<file path="config.mk">
export PLATFORM = sky130hd
export DESIGN_NAME = qhtk_mem
export DESIGN_NICKNAME = d
export VERILOG_FILES = /design/src/qhtk_pkg.sv /design/src/qhtk_mem.sv
export SDC_FILE = /design/constraint.sdc
export NUM_CORES = 2
export LEC_CHECK = 0
export BUFFER_PORTS_ARGS = -buffer_cell sky130_fd_sc_hd__buf_2
export CAP_MARGIN = 15
export CORE_AREA = 2 2 495 620
export DETAILED_ROUTE_END_ITERATION = 8
export DIE_AREA = 0 0 497 622
export PLACE_DENSITY = 0.69
export REMOVE_ABC_BUFFERS = 1
export SLEW_MARGIN = 20
export SYNTH_ARGS = -nofsm -noshare
export SYNTH_HDL_FRONTEND = slang
export SYNTH_SLANG_ARGS = --single-unit
</file>
<file path="constraint.sdc">
create_clock -name clk -period 6 [get_ports clk]
set_input_delay 0.3 -clock clk [delete_from_list [all_inputs] [get_ports clk]]
set_output_delay 0.3 -clock clk [all_outputs]
set_load 0.1 [all_outputs]
</file>
<file path="src/qhtk_pkg.sv">
// Shared types and constants for the 4-ary top-k heap block.
package qhtk_pkg;

  localparam int KEY_W  = 32;
  localparam int VAL_W  = 31;
  localparam int CNT_W  = 7;
  localparam int RIDX_W = 6;
  localparam int OP_W   = 2;
  localparam int IN_W   = 72;
  localparam int OUT_W  = 104;

  typedef enum logic [OP_W-1:0] {
    OP_INSERT = 2'd0,
    OP_READ   = 2'd1,
    OP_CLEAR  = 2'd2
  } op_t;

  typedef enum logic [2:0] {
    S_IDLE,
    S_CHECK,
    S_SCAN,
    S_LAST,
    S_DECIDE,
    S_READ,
    S_FINISH
  } state_t;

  // control into the best-child compare unit
  typedef struct packed {
    logic load;   // first child of a node: take unconditionally
    logic upd;    // read data valid this cycle
  } best_ctl_t;

endpackage

</file>
<file path="src/qhtk_mem.sv">
// Heap entry storage: one write port, one registered read port.
module qhtk_mem import qhtk_pkg::*; #(
  parameter int DEPTH = 64,
  parameter int AW    = 6
) (
  input  logic                   clk,
  input  logic                   wr_en,
  input  logic [AW-1:0]          wr_addr,
  input  logic [KEY_W+VAL_W-1:0] wr_data,
  input  logic                   rd_en,
  input  logic [AW-1:0]          rd_addr,
  output logic [KEY_W+VAL_W-1:0] rd_data
);

  logic [KEY_W+VAL_W-1:0] mem [DEPTH];
  logic [KEY_W+VAL_W-1:0] rd_data_r;

  always_ff @(posedge clk) begin
    if (wr_en) begin
      mem[wr_addr] <= wr_data;
    end
  end

  always_ff @(posedge clk) begin
    if (rd_en) begin
      rd_data_r <= mem[rd_addr];
    end
  end

  assign rd_data = rd_data_r;

endmodule

</file>
==> metrics.txt <==
# TYPE chip_impl_metric gauge
chip_impl_info{name="worstSetupStartpointType",value="input port"} 1
chip_impl_metric{name="grt_start_max_net_pins",unit=""} 124
chip_impl_metric{name="timing.final.crit_period",unit="ns"} 3.12
chip_impl_metric{name="htreeDepth",unit=""} 5
chip_impl_metric{name="timing.hold.worst_path_depth",unit=""} 2
chip_impl_metric{name="fp.dieW",unit="um"} 497
chip_impl_metric{name="top_level_ports",unit=""} 141
chip_impl_metric{name="port_buffers",unit=""} 140
chip_impl_metric{name="synth.cell_area",unit="um^2"} 154000
chip_impl_metric{name="synth_edf_count",unit=""} 4095
chip_impl_metric{name="cts_inserted_buffers",unit=""} 389
chip_impl_metric{name="drt-vias-per-instance",unit=""} 6.70
chip_impl_info{name="hp-class",value="input port to flop"} 1
chip_impl_info{name="hold-path-endpoint",value="mem[16][33]"} 1
chip_impl_info{name="cell_repeated_most_along_the_worst_path",value="sky130_fd_sc_hd__buf_4"} 1
chip_impl_metric{name="area_growth",unit="%"} 12.5
chip_impl_metric{name="max-vdd-ir-drop",unit="mV"} 0.263
chip_impl_metric{name="hold_viol",unit=""} 0
chip_impl_metric{name="globalRouteMet1Util",unit="%"} 34.4
chip_impl_info{name="crit_path_cell_trace",value="buf_8 > nor2b_2 > buf_4 > nand2_4 > buf_4 > o22ai_1 > nor4_1 > o22a_1"} 1
chip_impl_metric{name="final_cell_count_no_fill",unit=""} 11200
chip_impl_metric{name="detailedRoute.firstIterationViolations",unit=""} 10300
chip_impl_metric{name="final_antenna_net_count",unit=""} 0
chip_impl_metric{name="leakage",unit="uW"} 0.0532
chip_impl_metric{name="antenna_found_initial",unit=""} 15
chip_impl_metric{name="synthesis.area_per_instance",unit="um^2"} 23.5
chip_impl_metric{name="placed_cell_area",unit="um^2"} 160000
chip_impl_info{name="cts_root_buf",value="sky130_fd_sc_hd__clkbuf_16"} 1
chip_impl_metric{name="number_of_global_route_vias_before_repair",unit=""} 75500
chip_impl_info{name="cts_tree",value="done"} 1
chip_impl_metric{name="worstPathRequired",unit="ns"} 6.76
chip_impl_metric{name="yosysUniqueCellTypes",unit=""} 33
chip_impl_metric{name="crit_path_max_fanout",unit=""} 63
chip_impl_metric{name="yosys_warnings",unit=""} 0
chip_impl_metric{name="global_route.overflow_total",unit=""} 0
chip_impl_metric{name="nNetsFinal",unit=""} 6988
chip_impl_metric{name="instance_count_on_the_critical_path",unit=""} 8
chip_impl_metric{name="rr_worst_depth",unit=""} 5
chip_impl_metric{name="first_pass_iters",unit=""} 5
chip_impl_metric{name="placed_cells_incl_taps",unit=""} 10500
chip_impl_metric{name="slew_viol_final",unit=""} 0
chip_impl_info{name="worstSetupPathType",value="input port to flop"} 1
chip_impl_info{name="rsz0062_at_grt",value="false"} 1
chip_impl_metric{name="fill_cells",unit=""} 21200
chip_impl_metric{name="synth-seq-cells",unit=""} 4095
chip_impl_metric{name="max_stage_delay",unit="ns"} 0.69
chip_impl_metric{name="design.core.area",unit="um^2"} 303000
chip_impl_metric{name="worst_ep_arrival_time",unit="ns"} 3.89
chip_impl_metric{name="reg2reg_slack",unit="ns"} 3.93
chip_impl_metric{name="gp_congestion",unit=""} 0.799
chip_impl_metric{name="detailed_place_hpwl",unit="um"} 212000
chip_impl_metric{name="worst_skew_pair.late_latency",unit="ns"} 0.92
chip_impl_metric{name="finalSetupViolations",unit=""} 0
chip_impl_metric{name="global_route_wire_length_before_repair",unit="um"} 579000
chip_impl_metric{name="post-route-cell-area",unit="um^2"} 173000
chip_impl_metric{name="route.final.wire_length",unit="um"} 412000
chip_impl_info{name="endpoint_kind",value="flop"} 1
chip_impl_info{name="synthFlopType",value="sky130_fd_sc_hd__edfxtp_1"} 1
chip_impl_metric{name="finalSetupTns",unit="ns"} 0
chip_impl_metric{name="synth_sequential_area_ratio",unit="%"} 79.9
chip_impl_metric{name="cap_viol_max_count",unit=""} 0
chip_impl_info{name="gr-max-usage-layer",value="met2"} 1
chip_impl_metric{name="grt_use_met3",unit="%"} 4.16
chip_impl_metric{name="fin_crit_sh",unit="%"} 52.0
chip_impl_metric{name="timing.critical_path.buf_inv",unit=""} 3
chip_impl_metric{name="number_of_core_rows",unit=""} 226
chip_impl_info{name="r2r_end",value="rd_data[17]"} 1
chip_impl_metric{name="cts.repair_timing.setup_buffer_count",unit=""} 0
chip_impl_info{name="min-delay-start",value="wr_data[33]"} 1
chip_impl_metric{name="ctsLongestPathBuffers",unit=""} 4
chip_impl_metric{name="worst-slew-pin-transition",unit="ns"} 1.18
chip_impl_metric{name="routed-via-count",unit=""} 75100
chip_impl_metric{name="fin_skew",unit="ns"} 0.0525
chip_impl_metric{name="p_per_area",unit="nW/um^2"} 340
chip_impl_info{name="reg2reg_from",value="mem[45][17]"} 1
chip_impl_metric{name="path_clk_slew",unit="ns"} 0.06
chip_impl_metric{name="die_area",unit="um^2"} 309000
chip_impl_metric{name="async_reset_ff_share",unit="%"} 0
chip_impl_info{name="outcome",value="completed"} 1
chip_impl_metric{name="met2_usage",unit="%"} 45.4
chip_impl_metric{name="cts_num_sinks",unit=""} 4095
chip_impl_metric{name="syn-instance-count",unit=""} 6555
chip_impl_metric{name="max-slew-margin-rel",unit="%"} 21.3
chip_impl_metric{name="worst_hold_slack",unit="ns"} 0.0492
chip_impl_metric{name="drive_above_1_share",unit="%"} 26.7
chip_impl_info{name="layout_common_cells",value="4095 x sky130_fd_sc_hd__edfxtp_1, 963 x sky130_fd_sc_hd__mux4_2, 398 x sky130_fd_sc_hd__clkbuf_16"} 1
chip_impl_metric{name="die_height",unit="um"} 622
chip_impl_info{name="final_common_cell",value="sky130_fd_sc_hd__edfxtp_1"} 1
chip_impl_metric{name="wl_per_cell",unit="um"} 36.8
chip_impl_info{name="cpLargestDelayFamily",value="simple AND/OR/NAND/NOR gates"} 1
chip_impl_metric{name="initial_utilization",unit="%"} 50.8
chip_impl_metric{name="gr-usage-all-layers",unit="%"} 26.6
chip_impl_metric{name="remaining_drc_errors",unit=""} 0
chip_impl_info{name="slowest_stage",value="sky130_fd_sc_hd__nor4_1"} 1
chip_impl_metric{name="max_freq",unit="GHz"} 0.320
## stage by stage
| step | total power [uW] | util [%] | worst slack, ns |
|---|---|---|---|
| after floorplan | 33800 | - | 0.512 |
| after global placement | 35300 | 53.0 | 1.98 |
| after detailed placement | 35300 | 53.0 | 1.99 |
| after CTS | 59100 | 57.1 | 2.93 |
| after global routing | 60400 | 57.2 | 2.86 |
| final | 58900 | 57.2 | 2.88 |
## power breakdown
group	total (uW)	internal (uW)	leakage (uW)	switching, uW
clock	24200	13800	0.00605	10400
sequential	31900	31700	0.0369	117
combinational	2880	948	0.0103	1930
## cells in the mapped netlist, types with 53 or more instances
| library cell | n | area share [%] |
|---|---|---|
| sky130_fd_sc_hd__nor4_1 | 53 | 0.22 |
| sky130_fd_sc_hd__o22ai_1 | 299 | 1.2 |
| sky130_fd_sc_hd__nor2b_1 | 87 | 0.35 |
| sky130_fd_sc_hd__mux2i_1 | 104 | 0.68 |
| sky130_fd_sc_hd__o22a_1 | 53 | 0.30 |
| sky130_fd_sc_hd__a211oi_1 | 103 | 0.50 |
| sky130_fd_sc_hd__mux4_2 | 963 | 14 |
| sky130_fd_sc_hd__buf_2 | 115 | 0.37 |
| sky130_fd_sc_hd__nor3_1 | 55 | 0.18 |
| sky130_fd_sc_hd__o221ai_1 | 63 | 0.36 |
| sky130_fd_sc_hd__edfxtp_1 | 4095 | 80 |
| sky130_fd_sc_hd__clkbuf_1 | 164 | 0.40 |
| sky130_fd_sc_hd__nor2_1 | 125 | 0.30 |
## final cells by class
class / count / area, um^2 / share of cell area, %
Sequential cell: 4095 / 123000 / 71.0
Clock inverter: 224 / 2180 / 1.26
Tap cell: 3990 / 4990 / 2.88
Multi-Input combinational cell: 2079 / 29700 / 17.1
Timing Repair Buffer: 345 / 3130 / 1.80
Antenna cell: 9 / 22.5 / 0.0130
Clock buffer: 468 / 10200 / 5.90
## per-layer routing
layer	share of wire [%]	vias to the layer above
li1	-	29100
met1	35	40600
met3	9.3	837
met5	0.0022	-
met2	51	4535
met4	4.3	2
## cell families (layout without fill, tap and decap cells)
logic type	Yosys count	in the layout	synth area share, %
buffers and inverters	381	1037	1.22
AND/OR/NAND/NOR	400	400	1.32
other	0	9	0
flip-flops	4095	4095	79.9
multiplexers	1067	1067	14.8
AO/OA/AOI/OAI	612	612	2.80
## worst max-delay path by stage
stage	startpoint	endpoint	slack, ns
after floorplan	wr_en	mem[48][0]	0.51
after global placement	rd_addr[3]	rd_data[35]	1.98
after detailed placement	rd_addr[3]	rd_data[35]	1.99
after CTS	rd_addr[3]	rd_data[35]	2.93
after global routing	rd_addr[2]	rd_data[35]	2.86
final	rd_addr[2]	rd_data[35]	2.88
## state kept, by name, indices dropped and copies added, names as in the netlist
name     count
rd_data     63
mem       4032
## what timing repair did
| action | in CTS | in global routing |
|---|---|---|
| hold endpoints to repair | 5 | 658 |
| hold buffers | 1 | 18 |
| gates resized for setup | 0 | 0 |
(Power assumes the default switching activity.)
