<file path="src/qhtk_pkg.sv">
// Shared types and constants for the 4-ary top-k heap block.
package qhtk_pkg;

  localparam int KEY_W  = 32;
  localparam int VAL_W  = 31;
  localparam int CNT_W  = 7;
  localparam int RIDX_W = 6;
  localparam int OP_W   = 2;
  localparam int IN_W   = 72;
  localparam int OUT_W  = 104;

  typedef enum logic [OP_W-1:0] {
    OP_INSERT = 2'd0,
    OP_READ   = 2'd1,
    OP_CLEAR  = 2'd2
  } op_t;

  typedef enum logic [2:0] {
    S_IDLE,
    S_CHECK,
    S_SCAN,
    S_LAST,
    S_DECIDE,
    S_READ,
    S_FINISH
  } state_t;

  // control into the best-child compare unit
  typedef struct packed {
    logic load;   // first child of a node: take unconditionally
    logic upd;    // read data valid this cycle
  } best_ctl_t;

endpackage

</file>
<file path="src/qhtk_best.sv">
// Shared compare unit: tracks the largest child and tests the sifting item against it.
module qhtk_best import qhtk_pkg::*; #(
  parameter int AW = 6
) (
  input  logic             clk,
  input  best_ctl_t        ctl,
  input  logic [KEY_W-1:0] in_key,
  input  logic [VAL_W-1:0] in_val,
  input  logic [AW-1:0]    in_idx,
  input  logic [KEY_W-1:0] item_key,
  output logic [KEY_W-1:0] best_key,
  output logic [VAL_W-1:0] best_val,
  output logic [AW-1:0]    best_idx,
  output logic             item_lt
);

  logic [KEY_W-1:0] best_key_r;
  logic [VAL_W-1:0] best_val_r;
  logic [AW-1:0]    best_idx_r;

  // strict greater keeps the earlier (lower index) child on ties
  always_ff @(posedge clk) begin
    if (ctl.upd && (ctl.load || (in_key > best_key_r))) begin
      best_key_r <= in_key;
      best_val_r <= in_val;
      best_idx_r <= in_idx;
    end
  end

  assign best_key = best_key_r;
  assign best_val = best_val_r;
  assign best_idx = best_idx_r;
  assign item_lt  = item_key < best_key_r;

endmodule

</file>
<file path="config.mk">
export PLATFORM = sky130hd
export DESIGN_NAME = qhtk_best
export DESIGN_NICKNAME = d
export VERILOG_FILES = /design/src/qhtk_pkg.sv /design/src/qhtk_best.sv
export SDC_FILE = /design/constraint.sdc
export NUM_CORES = 1
export LEC_CHECK = 0
export BUFFER_PORTS_ARGS = -buffer_cell sky130_fd_sc_hd__buf_2
export CORE_MARGIN = 3
export CORE_UTILIZATION = 30
export DETAILED_ROUTE_END_ITERATION = 8
export GPL_TIMING_DRIVEN = 0
export PLACE_DENSITY = 0.54
export RECOVER_POWER = 50
export SYNTH_ARGS = -nofsm -noshare
export SYNTH_HDL_FRONTEND = slang
export SYNTH_SLANG_ARGS = --single-unit
</file>
<file path="constraint.sdc">
create_clock -name clk -period 10.3 [get_ports clk]
set_input_delay 0.515 -clock clk [delete_from_list [all_inputs] [get_ports clk]]
set_output_delay 0.515 -clock clk [all_outputs]
set_load 0.01 [all_outputs]
</file>
==> impl_metrics.ini, run 1 <==
[timing]
max-slew-margin-rel_pct = 43.6
post-route-period-util_pct = 28.9
layout_min_cycle_time_ns = 2.98
timing.fmax_mhz = 336
rsz_0062_raised_after_global_routing = false
timing.final.hold_violations = 0
finalSetupViolations = 0
fin_hold_ws_ns = 0.356
timing.final.max_slew_violations = 0
final.setup.worst_slack_ns = 7.32
worst-slew-pin-transition_ns = 0.845
fin_skew_ns = 0.00660
totalNegativeSetupSlack_ns = 0

[logic_synthesis]
synth_area_sq_mm = 0.00355
share_of_the_synthesized_area_in_the_top_cell_type_pct = 58.4
synth.top_cells.by_area = sky130_fd_sc_hd__edfxtp_1 58%, sky130_fd_sc_hd__ha_1 22%, sky130_fd_sc_hd__inv_1 3.6%
yosysSeqAreaShare_pct = 58.4
largest_family_of_logic_cells_by_synthesized_area = adder cells
syn-instance-count = 263
synthesis_stage_register_bit_count = 69
synth_xor_area_share_pct = 0
ys.warnings.count = 0
post-synth-top-area-cell = sky130_fd_sc_hd__edfxtp_1
yosysUniqueCellTypes = 27
synthAdderAreaFrac_pct = 22.2
synthMuxAreaShare_pct = 0
post_synth.cell_area_avg_sq_um = 13.5
synth_fp_nets = 430
synthSimpleGateAreaFrac_pct = 7.40
area_fraction_in_compound_gates_after_synthesis_pct = 8.39

[layout]
register_area_sq_mm = 0.00207
design.final.nets = 616
fillers = 1126
final_layout_size_suffix_gt1_share_pct = 27.8
utilization_pct = 42.6
final_common_cell = sky130_fd_sc_hd__buf_2
synthToLayoutAreaGrowth_pct = 37.7
most-common-layout-cells = 108 x sky130_fd_sc_hd__buf_2, 69 x sky130_fd_sc_hd__edfxtp_1, 65 x sky130_fd_sc_hd__clkbuf_1
multiInputGateArea_sq_mm = 0.00136
stdcell_count = 597
antenna_diode_count = 0

[worst_setup_path]
worst_ep_arrival_time_ns = 3.00
critical_path.endpoint_type = register
start_kind = register
timing.critical_path.fanout_max = 32
timing_worst_setup_path_type = register to register
worst_ep_required_time_ns = 10.32

[floorplanning]
rows = 39
top_level_ports = 174
die-area_sq_mm = 0.0132
die_height_microns = 115
die_x_microns = 115
placeableCoreArea_sq_mm = 0.0115
initial_core_util_pct = 30.9

[placed_design]
place.detailed.instances = 581
detailedPlace.worstSlack_ns = 6.98
detailedPlacementHpwl_mm = 7.38
port_buffers = 173
globalplace.congestion = 0.750

[clocking]
clk_pin_slew_ns = 0.06
worst_case_clock_buffer_depth = 2
cts.sink_count = 69
post-cts-setup-buffer-count = 0
root_buffer = sky130_fd_sc_hd__clkbuf_16
tritoncts.num_buffers = 9
post_cts.resized_instances = 0
ctsHoldBuffers = 0
cts-htree-levels = 3
tritoncts = built
worst_skew_pair.late_latency_ns = 0.33

[routing]
drt.antenna.violating_nets = 0
first_iter_violations = 141
drt-wirelength-per-cell_microns = 15.1
firstDrtPassIters = 4
detail_route.drc_violations = 0
avgViaCountPerCell = 4.71
dr_total_vias = 2809
drt_wl_total_mm = 9.00

[power_and_ir_drop]
cellLeakagePower_nw = 2.17
peak_supply_drop_v = 0.000116
power.density_cell_area_mw_per_mm2 = 160

[hold_path]
hold_class = primary input to register

[global_route]
initial_antenna_violation_count = 0
grt_start_max_net_pins = 33
grt_remaining_overflow = 0
grt_util_all_layers_pct = 13.4
grt_first_pass_wirelength_mm = 13.4
first_global_vias = 2733

[outcome]
status = completed

[flow_run]
maxCapViolCount = 0
[layer usage]
| metal | vias up | track usage, % | share of wire, % |
|---|---|---|---|
| met5 | - | 0 | 0 |
| met4 | 0 | 6.57 | 2.2 |
| met3 | 12 | 3.37 | 7.9 |
| met2 | 116 | 21.1 | 45 |
| met1 | 1293 | 17.3 | 45 |
| li1 | 1388 | - | - |
[area by class of cell]
type                       instances  share of cell area, %
clock buffer                       9                   4.61
inverter                          34                   2.61
clock inverter                     7                   1.84
sequential                        69                   42.4
multi-input combinational        160                   27.8
tap                              143                   3.66
timing repair buffer             175                   17.0
[flip-flops by register name, summed over array words and instances (netlist names)]
register  flops
best_key     32
best_val     31
best_idx      6
[cells in the mapped netlist, drive strengths merged]
| cell | n |
|---|---|
| o21ai | 9 |
| nor4 | 3 |
| or3 | 1 |
| nand2b | 3 |
| o221ai | 1 |
| o31ai | 1 |
| o211ai | 2 |
| nor2b | 3 |
| ha | 63 |
| o21a | 1 |
| a211o | 1 |
| nand3 | 7 |
| a41oi | 1 |
| inv | 34 |
| a21oi | 24 |
| and4b | 1 |
| edfxtp | 69 |
| nor3 | 6 |
| a221o | 1 |
| nand4 | 11 |
| a2111o | 1 |
| a21o | 3 |
| a211oi | 2 |
| nand2 | 10 |
| nor2 | 3 |
| a311oi | 2 |
[worst max-delay path, stage by stage (launching register included)]
cell and delay (ns):
sky130_fd_sc_hd__edfxtp_1 0.36, sky130_fd_sc_hd__inv_1 0.07, sky130_fd_sc_hd__ha_1 0.31, sky130_fd_sc_hd__nand4_1 0.17, sky130_fd_sc_hd__nor4_1 0.52, sky130_fd_sc_hd__o31ai_1 0.22, sky130_fd_sc_hd__a21oi_4 0.73, sky130_fd_sc_hd__buf_12 0.29
[power breakdown]
group          leakage [nW]  switching, mW  internal, mW
Combinational          1.36         0.0667        0.0508
Clock                 0.154          0.116         0.210
Sequential            0.659        0.00629         0.332
Total                  2.17          0.189         0.594
[per-stage QoR]
| stage | area, sq um | power, mW |
|---|---|---|
| after floorplan | 3550 | 0.409 |
| after global placement | 4590 | 0.465 |
| after detailed placement | 4650 | 0.467 |
| after CTS | 4970 | 0.800 |
| after global routing | 4890 | 0.824 |
| final | 4890 | 0.783 |
[kinds of logic after synthesis]
kind of cell             after synthesis
AO/OA/AOI/OAI                         49
AND/OR/NAND/NOR                       48
adder cells (fa/ha/maj)               63
flip-flops                            69
buffers and inverters                 34
[worst paths after layout]
path,startpoint,endpoint,slack (ns),cells past startpoint
min reg2reg,best_key[3]$_DFFE_PP_,best_key[2]$_DFFE_PP_,1.20,5
min,in_val[7],best_val[7]$_DFFE_PP_,0.36,1
max,best_key[30]$_DFFE_PP_,best_val[6]$_DFFE_PP_,7.32,7
max reg2reg,best_key[30]$_DFFE_PP_,best_val[6]$_DFFE_PP_,7.32,7
Power figures use the tool's default switching activity.
==> inputs of run 2 (changes only) <==
ABC_AREA = 1   (was default)
PLACE_DENSITY = 0.56   (was 0.54)
clock period = 2.45 ns   (was 10.3 ns; I/O delays follow)
==> run 2 against run 1 <==
  * Final cell count up 19%
  * Via count increased by 12%
  * Flip-flop and latch count is the same
  * Worst setup slack worse by 7.1 ns
  * Sequential power increased to 4.2 times the previous value
  * Non-clock buffer count is 73 higher
  * Combinational power increased to 5.2 times the previous value
  * First-iteration DRC count increased by 27%
  * Critical endpoint is now best_val[27]$_DFFE_PP_
  * Largest power group unchanged
  * Critical path type is now primary input to register
  * Design area is 16% higher
==> impl_metrics.ini, run 2 <==
[timing]
finalSetupViolations = 0
worst-slew-pin-transition_ns = 0.230
max-slew-margin-rel_pct = 84.5
timing.fmax_mhz = 445
fin_skew_ns = 0.0101
totalNegativeSetupSlack_ns = 0
layout_min_cycle_time_ns = 2.25
timing.final.hold_violations = 0
timing.final.max_slew_violations = 0
fin_hold_ws_ns = 0.315
post-route-period-util_pct = 91.7
rsz_0062_raised_after_global_routing = false
final.setup.worst_slack_ns = 0.202

[logic_synthesis]
yosysUniqueCellTypes = 17
post_synth.cell_area_avg_sq_um = 12.0
synth_enable_flop_cells = 69
synth.top_cells.by_area = sky130_fd_sc_hd__edfxtp_1 57%, sky130_fd_sc_hd__ha_1 22%, sky130_fd_sc_hd__nand2_1 5.2%
post-synth-top-area-cell = sky130_fd_sc_hd__edfxtp_1
synth.most_common_cell = sky130_fd_sc_hd__edfxtp_1
synthesis_stage_register_bit_count = 69
commonest_register_cell_after_synthesis = sky130_fd_sc_hd__edfxtp_1
ys_async_sr_fraction_pct = 0
syn-instance-count = 301
synth_fp_nets = 468
share_of_the_synthesized_area_in_the_top_cell_type_pct = 57.5
ys.warnings.count = 0
synthTopCellsByCount = 69 x sky130_fd_sc_hd__edfxtp_1, 63 x sky130_fd_sc_hd__ha_1, 50 x sky130_fd_sc_hd__nand2_1
synth_area_sq_mm = 0.00360
yosysSeqAreaShare_pct = 57.5

[routing]
detail_route.drc_violations = 0
drt.antenna.violating_nets = 0
first_iter_violations = 179
drt-wirelength-per-cell_microns = 13.8
dr_total_vias = 3148
avgViaCountPerCell = 4.45
drt_wl_total_mm = 9.75
firstDrtPassIters = 7

[layout]
fillers = 1083
design.final.nets = 727
most-common-layout-cells = 103 x sky130_fd_sc_hd__buf_2, 69 x sky130_fd_sc_hd__edfxtp_1, 69 x sky130_fd_sc_hd__dlygate4sd3_1, 69 x sky130_fd_sc_hd__clkbuf_1, 63 x sky130_fd_sc_hd__ha_1
antenna_diode_count = 0
final_common_cell = sky130_fd_sc_hd__buf_2
multiInputGateArea_sq_mm = 0.00137
utilization_pct = 49.0
post_route_design_area_sq_mm = 0.00567
synthToLayoutAreaGrowth_pct = 57.3
final_layout_size_suffix_gt1_share_pct = 23.2
stdcell_count = 708
largest_register_ff_count = 32
register_area_sq_mm = 0.00207

[clocking]
worst_case_clock_buffer_depth = 2
cts-htree-levels = 3
tritoncts = built
cts.sink_count = 69
worst_skew_pair.late_latency_ns = 0.33
tritoncts.num_buffers = 9
clk_pin_slew_ns = 0.06
root_buffer = sky130_fd_sc_hd__clkbuf_16

[floorplanning]
die-area_sq_mm = 0.0134
placeableCoreArea_sq_mm = 0.0116
die_height_microns = 116
initial_core_util_pct = 31.2
top_level_ports = 174
rows = 39
die_x_microns = 116

[worst_setup_path]
timing_worst_setup_path_type = primary input to register
reg2reg_setup_slack_ns = 0.24
worst_ep_required_time_ns = 2.48
critical_path.endpoint_type = register
timing.critical_path.fanout_max = 28
worst_ep_arrival_time_ns = 2.28
start_kind = primary input

[outcome]
status = completed

[placed_design]
globalplace.congestion = 0.754
post_detailed_placement_cell_area_sq_mm = 0.00470
detailedPlace.worstSlack_ns = -0.139
detailedPlacementHpwl_mm = 7.29
place.detailed.instances = 619
port_buffers = 173

[power_and_ir_drop]
p_total_mw = 3.42
peak_supply_drop_v = 0.000289
cellLeakagePower_nw = 2.61
power.density_cell_area_mw_per_mm2 = 603

[global_route]
grt_start_max_net_pins = 29
grt_util_all_layers_pct = 14.9
first_global_vias = 3156
initial_antenna_violation_count = 0
grt_first_pass_wirelength_mm = 15.1
grt_remaining_overflow = 0

[flow_run]
maxCapViolCount = 0

[hold_path]
hold_class = primary input to register
run 2: critical path: stages:
cell and delay (ns):
sky130_fd_sc_hd__dlygate4sd3_1 0.54, sky130_fd_sc_hd__clkbuf_1 0.11, sky130_fd_sc_hd__ha_1 0.30, sky130_fd_sc_hd__nand2_1 0.09, sky130_fd_sc_hd__nor2_2 0.11, sky130_fd_sc_hd__nand4_1 0.12, sky130_fd_sc_hd__nor2_2 0.15, sky130_fd_sc_hd__nand2_1 0.07
sky130_fd_sc_hd__nand2_1 0.07, sky130_fd_sc_hd__nand2_2 0.07, sky130_fd_sc_hd__a21oi_4 0.16, sky130_fd_sc_hd__buf_12 0.15, sky130_fd_sc_hd__buf_16 0.18
run 2: area by class of cell:
type                    instances  area share, %
well taps                     143           3.16
clock inverters                 7           1.59
repair buffers                248           27.5
inverters                      47           3.11
flip-flops and latches         69           36.6
multi-input cells             185           24.1
clock buffers                   9           3.97
run 2: path summary, 6_finish.rpt:
kind                                             start                      to  cells past startpoint
worst max register to register  best_key[23]$_DFFE_PP_  best_val[27]$_DFFE_PP_                     12
worst min register to register   best_key[0]$_DFFE_PP_  best_key[26]$_DFFE_PP_                      7
worst min-delay path                            ctl[0]  best_key[26]$_DFFE_PP_                      4
worst max-delay path                        in_key[23]  best_val[27]$_DFFE_PP_                     13
run 2: cell families (layout without fill, tap and decap cells):
family                   Yosys count  in the layout  share of synthesized area, %
buffers and inverters             47            311                          4.90
adder cells (fa/ha/maj)           63             63                          21.9
AND/OR/NAND/NOR                   76             76                          8.96
AO/OA/AOI/OAI                     46             46                          6.77
flip-flops                        69             69                          57.5
run 2: power by group:
group | leakage, nW | internal, mW | switching (mW)
clock network | 0.153 | 0.885 | 0.497
registers | 0.659 | 1.40 | 0.0291
logic | 1.80 | 0.293 | 0.316
run 2: per-layer routing:
| metal | global-route usage (%) | vias to the layer above | wire length (microns) |
|---|---|---|---|
| met5 | 0 | - | 9 |
| met3 | 4.44 | 12 | 917 |
| li1 | - | 1589 | - |
| met2 | 24.0 | 148 | 4390 |
| met4 | 6.65 | 2 | 171 |
| met1 | 18.6 | 1397 | 4260 |
run 2: timing repair:
action                     4_1_cts  5_1_grt
hold endpoints to repair        69        0
buffers inserted                 4        0
pin swaps                        1        1
setup endpoints to repair       56        3
gates resized for setup          0        1
hold buffers                    69        0
